==> config.mk <==
export PLATFORM = sky130hd
export DESIGN_NAME = semv_ctrl
export DESIGN_NICKNAME = d
export VERILOG_FILES = /design/src/design/sparse_ell_matrix_vector_multiply_core_macros.svh /design/src/design/semv_pkg.sv /design/src/design/semv_ctrl.sv
export SDC_FILE = /design/constraint.sdc
export NUM_CORES = 1
export LEC_CHECK = 0
export BUFFER_PORTS_ARGS = -buffer_cell sky130_fd_sc_hd__buf_2
export CORE_AREA = 5 5 51 53
export CTS_BUF_LIST = sky130_fd_sc_hd__clkbuf_4
export DETAILED_ROUTE_END_ITERATION = 7
export DIE_AREA = 0 0 56 58
export PLACE_DENSITY = 0.42
export SYNTH_ARGS = -nofsm -noshare
export SYNTH_HDL_FRONTEND = slang
export SYNTH_SLANG_ARGS = --single-unit
==> constraint.sdc <==
create_clock -name clk -period 2.25 [get_ports clk]
set_input_delay 0.45 -clock clk [delete_from_list [all_inputs] [get_ports clk]]
set_output_delay 0.45 -clock clk [all_outputs]
set_load 0.03 [all_outputs]
==> src/design/sparse_ell_matrix_vector_multiply_core_macros.svh <==
// Assertion macros for the sparse ELLPACK matrix-vector core.
// Included by the modules that carry concurrent checks; no other dependencies.
`ifndef SPARSE_ELL_MATRIX_VECTOR_MULTIPLY_CORE_MACROS_SVH
`define SPARSE_ELL_MATRIX_VECTOR_MULTIPLY_CORE_MACROS_SVH
`ifndef NO_ASSERTIONS
`define SEMV_ASSERT(lbl, clk, rst_n, prop, msg) \
  lbl: assert property (@(posedge clk) disable iff (!rst_n) (prop)) else $error(msg);
`define SEMV_ASSERT_NEXT(lbl, clk, rst_n, pre, post, msg) \
  lbl: assert property (@(posedge clk) disable iff (!rst_n) (pre) |=> (post)) else $error(msg);
`else
`define SEMV_ASSERT(lbl, clk, rst_n, prop, msg)
`define SEMV_ASSERT_NEXT(lbl, clk, rst_n, pre, post, msg)
`endif
`endif

==> src/design/semv_pkg.sv <==
`timescale 1ns / 1ps
// Shared types and constants of the sparse ELLPACK matrix-vector core.
// Used by semv_ctrl, semv_datapath and the top level; depends on nothing.
package semv_pkg;

  localparam int VEC_DEPTH_DEF     = 1024;
  localparam int MAX_ROW_WIDTH_DEF = 64;

  localparam int IDX_W   = 10;
  localparam int VAL_W   = 32;
  localparam int COL_W   = 11;
  localparam int SUM_W   = 48;
  localparam int ROW_W   = 16;
  localparam int RW_W    = 7;
  localparam int CFG_IDX_W  = 2;
  localparam int CFG_DATA_W = 16;

  localparam logic CMD_LOAD   = 1'b0;
  localparam logic CMD_MATRIX = 1'b1;

  localparam logic [CFG_IDX_W-1:0] CFG_COMPLEX_MODE = 2'd0;
  localparam logic [CFG_IDX_W-1:0] CFG_ROW_WIDTH    = 2'd1;
  localparam logic [CFG_IDX_W-1:0] CFG_ROW_COUNT    = 2'd2;

  typedef enum logic [2:0] {
    ST_IDLE,
    ST_MUL,
    ST_SUM,
    ST_PAD,
    ST_EMIT
  } ctl_state_t;

  // Product sequence of one matrix entry; real mode stops after STEP_II.
  typedef enum logic [2:0] {
    STEP_RR,
    STEP_II,
    STEP_RI,
    STEP_IR,
    STEP_FOLD
  } mul_step_t;

  typedef enum logic [1:0] {
    MUL_RR,
    MUL_II,
    MUL_RI,
    MUL_IR
  } mul_sel_t;

  typedef enum logic [2:0] {
    TERM_NONE,
    TERM_LOAD_RE,
    TERM_SUB_RE,
    TERM_LOAD_IM,
    TERM_ADD_IM
  } term_op_t;

  typedef struct packed {
    logic     take;
    logic     mul_en;
    mul_sel_t mul_sel;
    term_op_t term_op;
    logic     acc_en;
    logic     count_en;
    logic     emit;
  } ctl_cmd_t;

  typedef struct packed {
    logic item_load;
    logic item_pad;
    logic complex_mode;
    logic row_end;
    logic out_free;
  } dp_sts_t;

endpackage

==> src/design/semv_ctrl.sv <==
`timescale 1ns / 1ps
// Controller of the sparse ELLPACK matrix-vector core: sequences accept,
// product steps, accumulate and result hand-off. Depends on semv_pkg.
module semv_ctrl (
  input  logic               clk,
  input  logic               rst_n,
  input  logic               in_valid,
  output logic               in_stall,
  input  semv_pkg::dp_sts_t  sts,
  output semv_pkg::ctl_cmd_t cmd
);

  semv_pkg::ctl_state_t state_r, state_nxt;
  semv_pkg::mul_step_t  step_r, step_nxt;
  semv_pkg::mul_step_t  last_step;

  assign last_step = sts.complex_mode ? semv_pkg::STEP_FOLD : semv_pkg::STEP_II;

  always_ff @(posedge clk) begin
    if (!rst_n) begin
      state_r <= semv_pkg::ST_IDLE;
      step_r  <= semv_pkg::STEP_RR;
    end else begin
      state_r <= state_nxt;
      step_r  <= step_nxt;
    end
  end

  always_comb begin
    state_nxt = state_r;
    step_nxt  = step_r;
    case (state_r)
      semv_pkg::ST_IDLE: begin
        step_nxt = semv_pkg::STEP_RR;
        if (in_valid && !sts.item_load) begin
          state_nxt = sts.item_pad ? semv_pkg::ST_PAD : semv_pkg::ST_MUL;
        end
      end
      semv_pkg::ST_MUL: begin
        if (step_r == last_step) begin
          state_nxt = semv_pkg::ST_SUM;
          step_nxt  = semv_pkg::STEP_RR;
        end else begin
          step_nxt = semv_pkg::mul_step_t'(step_r + 3'd1);
        end
      end
      semv_pkg::ST_SUM, semv_pkg::ST_PAD: begin
        state_nxt = sts.row_end ? semv_pkg::ST_EMIT : semv_pkg::ST_IDLE;
      end
      semv_pkg::ST_EMIT: begin
        if (sts.out_free) begin
          state_nxt = semv_pkg::ST_IDLE;
        end
      end
      default: begin
        state_nxt = semv_pkg::ST_IDLE;
        step_nxt  = semv_pkg::STEP_RR;
      end
    endcase
  end

  always_comb begin
    in_stall     = 1'b1;
    cmd.take     = 1'b0;
    cmd.mul_en   = 1'b0;
    cmd.mul_sel  = semv_pkg::MUL_RR;
    cmd.term_op  = semv_pkg::TERM_NONE;
    cmd.acc_en   = 1'b0;
    cmd.count_en = 1'b0;
    cmd.emit     = 1'b0;
    case (state_r)
      semv_pkg::ST_IDLE: begin
        in_stall = 1'b0;
        cmd.take = in_valid;
      end
      semv_pkg::ST_MUL: begin
        // Past RR each step folds the last product; FOLD, real II form none.
        case (step_r)
          semv_pkg::STEP_RR: begin
            cmd.mul_en  = 1'b1;
            cmd.mul_sel = semv_pkg::MUL_RR;
          end
          semv_pkg::STEP_II: begin
            cmd.mul_en  = sts.complex_mode;
            cmd.mul_sel = semv_pkg::MUL_II;
            cmd.term_op = semv_pkg::TERM_LOAD_RE;
          end
          semv_pkg::STEP_RI: begin
            cmd.mul_en  = 1'b1;
            cmd.mul_sel = semv_pkg::MUL_RI;
            cmd.term_op = semv_pkg::TERM_SUB_RE;
          end
          semv_pkg::STEP_IR: begin
            cmd.mul_en  = 1'b1;
            cmd.mul_sel = semv_pkg::MUL_IR;
            cmd.term_op = semv_pkg::TERM_LOAD_IM;
          end
          semv_pkg::STEP_FOLD: begin
            cmd.term_op = semv_pkg::TERM_ADD_IM;
          end
          default: begin
            cmd.term_op = semv_pkg::TERM_NONE;
          end
        endcase
      end
      semv_pkg::ST_SUM: begin
        cmd.acc_en   = 1'b1;
        cmd.count_en = 1'b1;
      end
      semv_pkg::ST_PAD: begin
        cmd.count_en = 1'b1;
      end
      semv_pkg::ST_EMIT: begin
        cmd.emit = sts.out_free;
      end
      default: begin
        in_stall = 1'b1;
      end
    endcase
  end

endmodule

Word-level counts from Yosys, hierarchy flattened
Cells that the tools add are included.
{"block": "totals", "ff_bits": 6, "output_inout_bits": 11, "word_cells": 39}
{"block": "classes", "add_sub_neg": 1, "n_eq_ne": 12, "mux": 17, "n_reduce_logical": 7}
{"op": "3-bit case mux with 4 select lines", "n": 3}
{"op": "3-bit two-way mux", "n": 6}
{"op": "3-bit by 2-bit == test with 1-bit output, second input constant", "n": 4}
{"op": "3-bit by 1-bit == test with 1-bit output, second input constant", "n": 2}
{"op": "3-bit == test, second input constant", "n": 2}
{"op": "3-bit zero test", "n": 2}
{"op": "6-bit two-way mux", "n": 1}
{"op": "2-bit != test, second input constant", "n": 3}
{"op": "3-bit case mux with 2 select lines", "n": 1}
{"op": "1-bit two-way mux", "n": 5}
{"op": "3-bit by 1-bit adder with 3-bit output, second input constant", "n": 1}
{"op": "3-bit == test", "n": 1}
{"op": "3-bit AND reduction", "n": 1}
{"op": "3-bit OR reduction", "n": 1}
{"op": "2-bit two-way mux", "n": 1}
{"op": "2-bit OR reduction", "n": 1}
{"op": "1-bit logical AND", "n": 1}
{"op": "1-bit zero test", "n": 1}

Longest topological paths before layout
Gate-level depths: netlist of run 1.
{"block": "logic_depth", "ltp_word": 4, "ltp_mapped": 5}

Worst setup path after synthesis of run 1
Ideal clock, no wire load.
{"block": "synth_path", "path_type": "register -> output", "from": "register step_r[0]", "to": "output cmd[4] in the netlist's numbering", "t_arrival_ns": 1.758, "t_required_ns": 1.800, "path_slack_ns": 0.042, "path_stages_with_launch": 5, "path_cell_list": "dfxtp_1 -> ha_1 -> ha_1 -> a21oi_1 -> nor4_1"}
{"item": "start, declared", "line": "semv_ctrl.sv:14", "text": "semv_pkg::mul_step_t step_r, step_nxt;"}
{"item": "start signal, assigned", "line": "semv_ctrl.sv:22", "text": "step_r <= semv_pkg::STEP_RR;"}
{"item": "start signal, assigned", "line": "semv_ctrl.sv:25", "text": "step_r <= step_nxt;"}
{"item": "end, declared", "line": "semv_ctrl.sv:10", "text": "output semv_pkg::ctl_cmd_t cmd"}

==> results by group, run 1 <==
Place
  • DP Worst Slack: 0.374 ns
  • Final HPWL from detailed placement: 1070 um
  • GP Congestion: 0.723
  • Quantity of I/O buffers inserted on ports: 18

Global routing
  • Vias in the first global route: 517
  • Pin count of the biggest net entering global routing: 9
  • Total grt overflow: 0
  • Total global-route track usage: 0.0851
  • Initial antenna violation count: 0
  • Global-route wire length before repair: 2170 um

Final layout
  • # nets final: 97
  • Seq. cell area: 121 um2
  • Signed area change from the synthesized netlist to the final layout: 29.3%
  • Total inserted antenna cells: 0
  • Commonest cells after routing, fill and taps aside: 18 x buf_2, 7 x nor2_1, 6 x inv_1
  • Most common cell after layout, fill and taps aside: buf_2
  • Filler cells: 242
  • Proportion of layout cells with a drive suffix above 1: 0.317
  • Area occupied by multi-input gates: 337 um2

Clocking
  • Clock slew at the register clock pins of the worst setup and hold paths: 0.05 ns
  • Later-pin clock latency in the skew report: 0.24 ns
  • Number of buffers on the longest clock path: 2
  • CTS root buffer: clkbuf_4
  • TritonCTS clock tree: built
  • # hold bufs at CTS: 0
  • Number of sinks driven by the clock tree: 6
  • Number of buffers added by the clock tree synthesis step: 3
  • H-Tree Level Count: 1

Floorplan
  • Vert. Die Dim: 58 um
  • Row count: 17
  • Effective utilization at floorplan: 0.234
  • Width of the die: 56 um
  • Core footprint: 2110 um2
  • Number of placed I/O pins: 19
  • Overall die area: 3250 um2

Timing
  • Worst-Margin Slew: 0.454 ns
  • Setup repair after global routing missed its margin: no
  • Post-Route Skew: 0.00188 ns
  • Sum of negative setup slack: 0 ns
  • Highest achievable clock rate: 480 MHz
  • Final critical-path required period: 2.08 ns
  • Number of setup violations in the final report: 0
  • Final-report hold violation count: 0
  • Max-Slew Margin vs Limit: 0.696
  • Period utilisation layout: 0.926
  • Least setup slack across all paths after layout: 0.165 ns
  • Final slew viol count: 0

Synth
  • Sequential fraction of the synthesis area: 0.244
  • Combinational family with the most area after synthesis: simple AND/OR/NAND/NOR gates
  • Synth Area in Compound Gates: 0.216
  • Fraction of synthesized cell area in xor and xnor cells: 0
  • Leading area contributor after synthesis: dfxtp_1
  • Adder-cell share of the synthesized area: 0.127
  • Total standard cell area after synthesis: 492 um2
  • Simple-gate portion of the synthesized area: 0.341
  • Count of different cell masters after synthesis: 29
  • Number of cells produced by synthesis: 62
  • Top cells by area, synth: dfxtp_1 24%, ha_1 13%, nor2_1 5.3%
  • Fraction of synthesized cell area taken by the top area cell type: 0.244
  • Mux cell area share after synthesis: 0
  • Per-instance average area after synthesis: 7.93 um2
  • Synth Net Count: 75
  • Synthesis Warnings: 0
  • FF+latch count, synth: 6

Setup path
  • Category of the worst setup path capture point: primary output
  • Data required time of the critical path: 1.80 ns
  • Critical Setup Path Class: register to primary output
  • Delay of the slowest cell on the worst path: 0.44 ns
  • Critical path depth in cells: 6
  • Startpoint Class: register
  • Max FO, Critical Path: 7
  • Bufs and invs on worst path: 2
  • Arrival @ worst endpoint: 1.63 ns
  • Critical-path cell list: inv_1, ha_1, a211o_2, a21oi_1, nor2_1, buf_2
  • Top cell family by delay on the critical path: flip-flops
  • Critical Path Slowest Stage Cell: dfxtp_1
  • Worst Reg-to-Reg Cells: 3

Power and ir drop
  • Total leakage power: 0.000287 uW
  • Final Power: 310 uW
  • P per Cell Area: 488 nW/um2
  • Peak supply drop: 0.000193 V

Min path
  • Count of cells along the worst hold path: 3
  • Min-Delay Path Class: input port to register

Drt
  • Total Routed Length: 1310 um
  • Count of antenna-violating nets left after detailed routing: 0
  • Total DRC errors in the routed layout: 0
  • Drt initial violations: 11
  • Via total after detailed routing: 522
  • First-pass iteration count of the detailed router: 4
  • Via-per-instance ratio: 4.75
  • WL/cell: 11.9 um

Job
  • Max-cap violations: 0

Status
  • Outcome: finished clean
Yosys cell counts, drive strengths merged:
cell type,count
nand3b,1
o2111ai,1
a21boi,4
or4b,1
nand3,1
and3,1
a21oi,3
o21ba,1
nor3,2
nor3b,2
nand2,2
buf,2
nand4b,1
ha,5
a211o,1
nor2b,3
nand4,2
o21ai,4
dfxtp,6
nor2,7
nor4,2
and2,1
or3,1
or4bb,1
o311ai,1
inv,6
registers in the layout, summed over array words and instances, names as in the netlist:
signal and cells:
step_r 3, state_r 3
layout make-up:
type | instances | share of cell area
Timing Repair Buffer | 19 | 0.154
Sequential cell | 6 | 0.191
Multi-Input combinational cell | 48 | 0.530
Inverter | 6 | 0.0354
Tap cell | 28 | 0.0551
Clock buffer | 3 | 0.0354
worst register-to-register path, delay by kind of cell (launching register included):
kind / cells / cell delay (ns)
and+or+nand+nor: 1 / 0.50
DFF: 1 / 0.46
AOI/OAI and AO/OA: 2 / 0.32
worst paths after layout:
| kind | startpoint | to | slack (ns) |
|---|---|---|---|
| setup / recovery | step_r[1]$_SDFFE_PN0N_ | cmd[8] | 0.17 |
| hold / removal | sts[1] | state_r[2]$_SDFFE_PN0P_ | 0.45 |
| setup reg to reg | step_r[2]$_SDFFE_PN0N_ | state_r[1]$_SDFFE_PN0P_ | 0.92 |
| hold reg to reg | step_r[0]$_SDFFE_PN0N_ | step_r[0]$_SDFFE_PN0N_ | 0.52 |
report_power, final:
group / internal, uW / leakage (uW) / total, uW / switching (uW)
Clock: 60.3 / 0.0000138 / 98.4 / 38.1
Combinational: 33.9 / 0.000224 / 89.5 / 55.6
Sequential: 113 / 0.0000493 / 122 / 9.47
Total: 207 / 0.000287 / 310 / 103
layer usage:
metal / vias up / track usage / wire length, um
li1: 266 / - / -
met1: 236 / 0.0952 / 589
met2: 20 / 0.144 / 627
met3: 0 / 0.0245 / 88
met4: 0 / 0.0508 / 0
met5: - / 0 / 0
stage by stage:
step            util  instance area, um2  cells  hold WS (ns)
2_1_floorplan      -                 492     62         0.509
5_1_grt        0.302                 636    110         0.451
3_3_place_gp   0.291                 612    107         0.552
3_5_place_dp   0.291                 612    107         0.565
4_1_cts        0.301                 634    110         0.443
6_report       0.302                 636    110         0.451
logic make-up (layout without fill, tap and decap cells):
group                      Yosys count  in the layout
and+or+nand+nor                     28             28
AOI/OAI and AO/OA                   15             15
buffers and inverters                8             28
DFF                                  6              6
adders and majority gates            5              5
timing repair:
item                                    in CTS  in global routing
resized for setup                            0                  1
setup buffers                                0                  0
endpoints found under the setup margin       0                  1
Power figures use the tool's default switching activity.
==> inputs of run 2 (changes only) <==
--- a/config.mk
+++ b/config.mk
@@ -6,11 +6,13 @@
 export NUM_CORES = 1
 export LEC_CHECK = 0
 export BUFFER_PORTS_ARGS = -buffer_cell sky130_fd_sc_hd__buf_2
-export CORE_AREA = 5 5 51 53
+export CELL_PAD_IN_SITES_DETAIL_PLACEMENT = 2
+export CELL_PAD_IN_SITES_GLOBAL_PLACEMENT = 2
+export CORE_AREA = 5 5 48 50
 export CTS_BUF_LIST = sky130_fd_sc_hd__clkbuf_4
 export DETAILED_ROUTE_END_ITERATION = 7
-export DIE_AREA = 0 0 56 58
-export PLACE_DENSITY = 0.42
+export DIE_AREA = 0 0 53 55
+export PLACE_DENSITY = 0.78
 export SYNTH_ARGS = -nofsm -noshare
 export SYNTH_HDL_FRONTEND = slang
 export SYNTH_SLANG_ARGS = --single-unit
==> run 2 against run 1 <==
  * Highest routed layer unchanged
  * Register-to-register slack about the same
  * Critical endpoint is now cmd[4]
  * Critical path depth down 1
  * Cell count down 1.8%
  * Combinational power down 3.4%
  * Sequential power about the same
  * Worst setup slack worse by 0.0062 ns
==> results by group, run 2 (same netlist as run 1, synthesis figures left out) <==
Final layout
  • Filler cells: 236 (-2.5%)
  • Proportion of layout cells with a drive suffix above 1: 0.309 (-0.00843)
  • Signed area change from the synthesized netlist to the final layout: 27.5%
  • Commonest cells after routing, fill and taps aside: 18 x buf_2, 7 x nor2_1, 6 x inv_1
  • # nets final: 96 (-1.0%)
  • Biggest registers after layout: state_r x3, step_r x3
  • Total inserted antenna cells: 0 (unchanged)
  • Most common cell after layout, fill and taps aside: buf_2
  • Final std cells w/o fill: 108 (-1.8%)

Timing
  • Final-report hold violation count: 0 (unchanged)
  • Worst-Margin Slew: 0.403 ns (-0.0518 ns)
  • Final critical-path required period: 2.09 ns (+0.00624 ns)
  • Setup repair after global routing missed its margin: no
  • Post-Route Skew: 0.000745 ns (-0.00113 ns)
  • Least setup slack across all paths after layout: 0.159 ns (-0.00624 ns)
  • Highest achievable clock rate: 478 MHz (-0.30%)
  • Number of setup violations in the final report: 0 (unchanged)
  • Period utilisation layout: 0.929 (+0.00277)
  • Sum of negative setup slack: 0 ns (unchanged)
  • Final slew viol count: 0 (unchanged)
  • Max-Slew Margin vs Limit: 0.731 (+0.0346)

Place
  • DP Worst Slack: 0.340 ns (-0.0340 ns)
  • GP Congestion: 0.733 (+1.4%)
  • Quantity of I/O buffers inserted on ports: 18 (unchanged)
  • Placed cell count: 105 (-1.9%)
  • Final HPWL from detailed placement: 1250 um (+16%)

Global routing
  • Vias in the first global route: 587 (+14%)
  • Initial antenna violation count: 0 (unchanged)
  • Total global-route track usage: 0.120 (+0.0345)
  • Pin count of the biggest net entering global routing: 11 (+2)
  • Total grt overflow: 0 (unchanged)
  • Global-route wire length before repair: 2540 um (+17%)

Setup path
  • Arrival @ worst endpoint: 1.64 ns (about the same)
  • Critical Setup Path Class: register to primary output
  • Critical Path Slowest Stage Cell: dfxtp_1
  • Max FO, Critical Path: 7 (unchanged)
  • Library cell appearing most often on the critical path: ha_1
  • Category of the worst setup path capture point: primary output
  • Startpoint Class: register
  • Data required time of the critical path: 1.80 ns (about the same)
  • Delay of the slowest cell on the worst path: 0.43 ns (about the same)
  • Critical-path cell list: ha_1, ha_1, a21oi_1, nor4_1, buf_2

Power and ir drop
  • P per Cell Area: 488 nW/um2 (about the same)
  • Final Power: 306 uW (-1.4%)
  • Peak supply drop: 0.000264 V (+37%)
  • Total leakage power: 0.000282 uW (-1.8%)

Floorplan
  • Row count: 16 (-1)
  • Width of the die: 53 um (-5.4%)
  • Effective utilization at floorplan: 0.264 (+0.0306)
  • Vert. Die Dim: 55 um (-5.2%)
  • Core footprint: 1860 um2 (-12%)
  • Overall die area: 2920 um2 (-10%)
  • Number of placed I/O pins: 19 (unchanged)

Drt
  • Count of antenna-violating nets left after detailed routing: 0 (unchanged)
  • Total DRC errors in the routed layout: 0 (unchanged)
  • WL/cell: 13.5 um (+14%)
  • Via-per-instance ratio: 4.94 (+4.0%)
  • Via total after detailed routing: 533 (+2.1%)
  • Drt initial violations: 2 (-9)
  • First-pass iteration count of the detailed router: 2 (-2)
  • Total Routed Length: 1460 um (+12%)

Clocking
  • TritonCTS clock tree: built
  • Number of sinks driven by the clock tree: 6 (unchanged)
  • CTS root buffer: clkbuf_4
  • Clock slew at the register clock pins of the worst setup and hold paths: 0.04 ns (about the same)
  • Number of buffers on the longest clock path: 2 (unchanged)
  • Later-pin clock latency in the skew report: 0.24 ns (about the same)
  • H-Tree Level Count: 1 (unchanged)
  • Number of buffers added by the clock tree synthesis step: 3 (unchanged)

Status
  • Outcome: finished clean

Job
  • Max-cap violations: 0 (unchanged)

Min path
  • Min-Delay Path Class: input port to register
-- run 2: worst paths after layout --
| kind | from | endpoint | slack [ns] | cells after the start |
|---|---|---|---|---|
| worst max-delay path | step_r[1]$_SDFFE_PN0N_ | cmd[4] | 0.16 | 5 |
| worst min-delay path | sts[1] | state_r[2]$_SDFFE_PN0P_ | 0.46 | 3 |
| worst max register to register | step_r[2]$_SDFFE_PN0N_ | step_r[2]$_SDFFE_PN0N_ | 0.91 | 4 |
| worst min register to register | step_r[0]$_SDFFE_PN0N_ | step_r[0]$_SDFFE_PN0N_ | 0.54 | 2 |
-- run 2: where the power goes --
part | leakage, uW | switching [uW] | total (uW) | internal (uW)
combinational | 0.000219 | 54.4 | 86.5 | 32.1
sequential | 0.0000493 | 11.7 | 125 | 113
clock | 0.0000138 | 34.6 | 94.7 | 60.1
total | 0.000282 | 101 | 306 | 205
-- run 2: area by class of cell --
cell class / count / area, um2 / share of cell area
multi-input combinational: 48 / 337 / 0.537
sequential: 6 / 121 / 0.194
timing repair buffer: 18 / 90.1 / 0.144
tap: 27 / 33.8 / 0.0539
clock buffer: 3 / 22.5 / 0.0359
inverter: 6 / 22.5 / 0.0359
-- run 2: metrics by stage --
step,hold WS (ns),cell area (um2),utilization
after global routing,0.466,627,0.337
after detailed placement,0.566,603,0.324
after floorplan,0.509,492,-
after CTS,0.455,626,0.336
after global placement,0.544,603,0.324
final,0.464,627,0.337
-- run 2: worst max-delay path, delay by kind of cell (launching register included) --
family	cells	cell delay [ns]
compound gates	1	0.06
fa+ha+maj	2	0.41
buf+inv	1	0.24
flops	1	0.43
simple gates	1	0.26
-- run 2: repair_timing --
action	CTS	global route
setup endpoints to repair	0	2
hold buffers	0	0
gates resized for setup	0	1
buffers inserted	0	0
-- run 2: layer usage --
| layer | up-vias | GRT usage | part of all wire |
|---|---|---|---|
| met3 | 0 | 0.0375 | 0.050 |
| met2 | 16 | 0.246 | 0.53 |
| met5 | - | 0 | 0 |
| li1 | 265 | - | - |
| met4 | 0 | 0.0255 | 0 |
| met1 | 252 | 0.115 | 0.42 |
==> inputs of run 3 (changes only) <==
--- a/config.mk
+++ b/config.mk
@@ -8,11 +8,12 @@
 export BUFFER_PORTS_ARGS = -buffer_cell sky130_fd_sc_hd__buf_2
 export CELL_PAD_IN_SITES_DETAIL_PLACEMENT = 2
 export CELL_PAD_IN_SITES_GLOBAL_PLACEMENT = 2
-export CORE_AREA = 5 5 48 50
+export CORE_AREA = 5 5 50 52
 export CTS_BUF_LIST = sky130_fd_sc_hd__clkbuf_4
 export DETAILED_ROUTE_END_ITERATION = 7
-export DIE_AREA = 0 0 53 55
-export PLACE_DENSITY = 0.78
+export DIE_AREA = 0 0 55 57
+export MAX_ROUTING_LAYER = met4
+export PLACE_DENSITY = 0.72
 export SYNTH_ARGS = -nofsm -noshare
 export SYNTH_HDL_FRONTEND = slang
 export SYNTH_SLANG_ARGS = --single-unit
==> constraint.sdc (replaced) <==
create_clock -name clk -period 2.4 [get_ports clk]
set_input_delay 0.48 -clock clk [delete_from_list [all_inputs] [get_ports clk]]
set_output_delay 0.48 -clock clk [all_outputs]
set_load 0.03 [all_outputs]
==> run 3 against run 2 <==
  * Sequential share of layout area decreased by 0.20 points
  * Count of clock-buffer cells in the layout unchanged
  * Highest routed layer is now met4
  * Flip-flop and latch count unchanged
==> results by group, run 3 (same netlist as run 1, synthesis figures left out) <==
Global routing
  • Vias in the first global route: 587 (unchanged)
  • Global-route wire length before repair: 2520 um (-0.83%)
  • Initial antenna violation count: 0 (unchanged)
  • Total global-route track usage: 0.112 (-0.00750)
  • Total grt overflow: 0 (unchanged)
  • Pin count of the biggest net entering global routing: 11 (unchanged)

Setup path
  • Max FO, Critical Path: 7 (unchanged)
  • Critical Setup Path Class: register to primary output
  • Critical-path cell list: inv_1, ha_1, a211o_2, a21oi_1, nor2_1, buf_2
  • Startpoint Class: register
  • Category of the worst setup path capture point: primary output
  • Data required time of the critical path: 1.92 ns (+0.12 ns)
  • Bufs and invs on worst path: 2 (+1)
  • Critical Path Slowest Stage Cell: dfxtp_1
  • Arrival @ worst endpoint: 1.70 ns (+0.06 ns)
  • Delay of the slowest cell on the worst path: 0.43 ns (about the same)
  • Top cell family by delay on the critical path: compound AO/OA/AOI/OAI gates

Status
  • Outcome: finished clean

Place
  • Post-Place Cell Area: 604 um2 (+0.21%)
  • GP Congestion: 0.638 (-13%)
  • Quantity of I/O buffers inserted on ports: 18 (unchanged)
  • Final HPWL from detailed placement: 1230 um (-1.3%)

Timing
  • Worst-Margin Slew: 0.450 ns (+0.0474 ns)
  • Final critical-path required period: 2.18 ns
  • Post-Route Skew: 0.00887 ns (+0.00812 ns)
  • Highest achievable clock rate: 458 MHz
  • Sum of negative setup slack: 0 ns (unchanged)
  • Number of setup violations in the final report: 0 (unchanged)
  • Final-report hold violation count: 0 (unchanged)
  • Period utilisation layout: 0.909
  • Max-Slew Margin vs Limit: 0.699 (-0.0316)
  • Final slew viol count: 0 (unchanged)
  • Setup repair after global routing missed its margin: no

Clocking
  • Later-pin clock latency in the skew report: 0.25 ns (about the same)
  • Number of buffers added by the clock tree synthesis step: 3 (unchanged)
  • Resized Gates After CTS: 0 (unchanged)
  • TritonCTS clock tree: built
  • CTS root buffer: clkbuf_4
  • Number of buffers on the longest clock path: 2 (unchanged)
  • H-Tree Level Count: 1 (unchanged)
  • # hold bufs at CTS: 0 (unchanged)
  • Buffers inserted by post-CTS timing repair: 0 (unchanged)
  • Clock slew at the register clock pins of the worst setup and hold paths: 0.05 ns (about the same)
  • Number of sinks driven by the clock tree: 6 (unchanged)

Final layout
  • Commonest cells after routing, fill and taps aside: 18 x buf_2, 7 x nor2_1, 6 x inv_1, 6 x dfxtp_1, 5 x ha_1
  • Signed area change from the synthesized netlist to the final layout: 27.5% (unchanged)
  • Proportion of layout cells with a drive suffix above 1: 0.296 (-0.0123)
  • Most common cell after layout, fill and taps aside: buf_2
  • # nets final: 96 (unchanged)
  • Final instance area: 627 um2 (unchanged)
  • Total inserted antenna cells: 0 (unchanged)
  • Biggest registers after layout: state_r x3, step_r x3

Min path
  • Min-Delay Path Class: input port to register

Drt
  • Via-per-instance ratio: 4.88 (-1.1%)
  • Via total after detailed routing: 532 (-0.19%)
  • Count of antenna-violating nets left after detailed routing: 0 (unchanged)
  • Drt initial violations: 3 (+1)
  • Total Routed Length: 1520 um (+4.0%)
  • First-pass iteration count of the detailed router: 2 (unchanged)
  • WL/cell: 13.9 um (+3.0%)
  • Total DRC errors in the routed layout: 0 (unchanged)

Floorplan
  • Row count: 17 (+1)
  • Number of placed I/O pins: 19 (unchanged)
  • Effective utilization at floorplan: 0.238 (-0.0258)
  • Vert. Die Dim: 57 um (+3.6%)
  • Overall die area: 3140 um2 (+7.5%)
  • Core footprint: 2060 um2 (+11%)
  • Width of the die: 55 um (+3.8%)

Power and ir drop
  • Total leakage power: 0.000281 uW (-0.16%)
  • Peak supply drop: 0.000250 V (-5.3%)
  • P per Cell Area: 470 nW/um2 (-3.7%)

Job
  • Max-cap violations: 0 (unchanged)
## run 3: path summary, 6_finish.rpt
kind | startpoint | to | slack (ns) | cells after the start
hold reg to reg | step_r[1]$_SDFFE_PN0N_ | step_r[1]$_SDFFE_PN0N_ | 0.57 | 2
hold / removal | sts[1] | state_r[2]$_SDFFE_PN0P_ | 0.47 | 3
setup / recovery | step_r[0]$_SDFFE_PN0N_ | cmd[8] | 0.22 | 6
setup reg to reg | step_r[2]$_SDFFE_PN0N_ | state_r[1]$_SDFFE_PN0P_ | 1.03 | 3
## run 3: final cells by class
cell class                 instances  area, um2
clock buffer                       3       22.5
fill                             270       1440
inverter                           6       22.5
multi-input combinational         48        337
sequential                         6        120
tap                               28       35.0
timing repair buffer              18       90.1
## run 3: worst reg2reg max path: stages (launching register included)
cell and delay, ns:
dfxtp_1 0.47, or4bb_1 0.50, a21boi_2 0.19, o21ba_1 0.14
## run 3: power by group
| part | internal (uW) | total [uW] | switching, uW | leakage (uW) |
|---|---|---|---|---|
| logic | 30.1 | 81.2 | 51.1 | 0.000219 |
| registers | 105 | 117 | 11.4 | 0.0000488 |
| clock network | 56.8 | 96.6 | 39.8 | 0.0000138 |
| total | 192 | 295 | 102 | 0.000281 |
## run 3: metrics by stage
step	hold slack, ns	std cells	utilization	power (uW)	setup WS [ns]
floorplan	0.509	62	-	172	0.162
global placement	0.544	106	0.293	199	0.538
detailed placement	0.576	106	0.293	201	0.477
CTS	0.467	109	0.304	303	0.199
global route	0.485	109	0.304	317	0.0773
finish	0.473	109	0.304	295	0.218
## run 3: routing by layer
layer / vias up / track usage / wire length (um)
met4: 0 / 0.0521 / 33
met5: - / - / 0
met1: 249 / 0.124 / 653
li1: 261 / - / -
met2: 18 / 0.186 / 757
met3: 4 / 0.0235 / 75
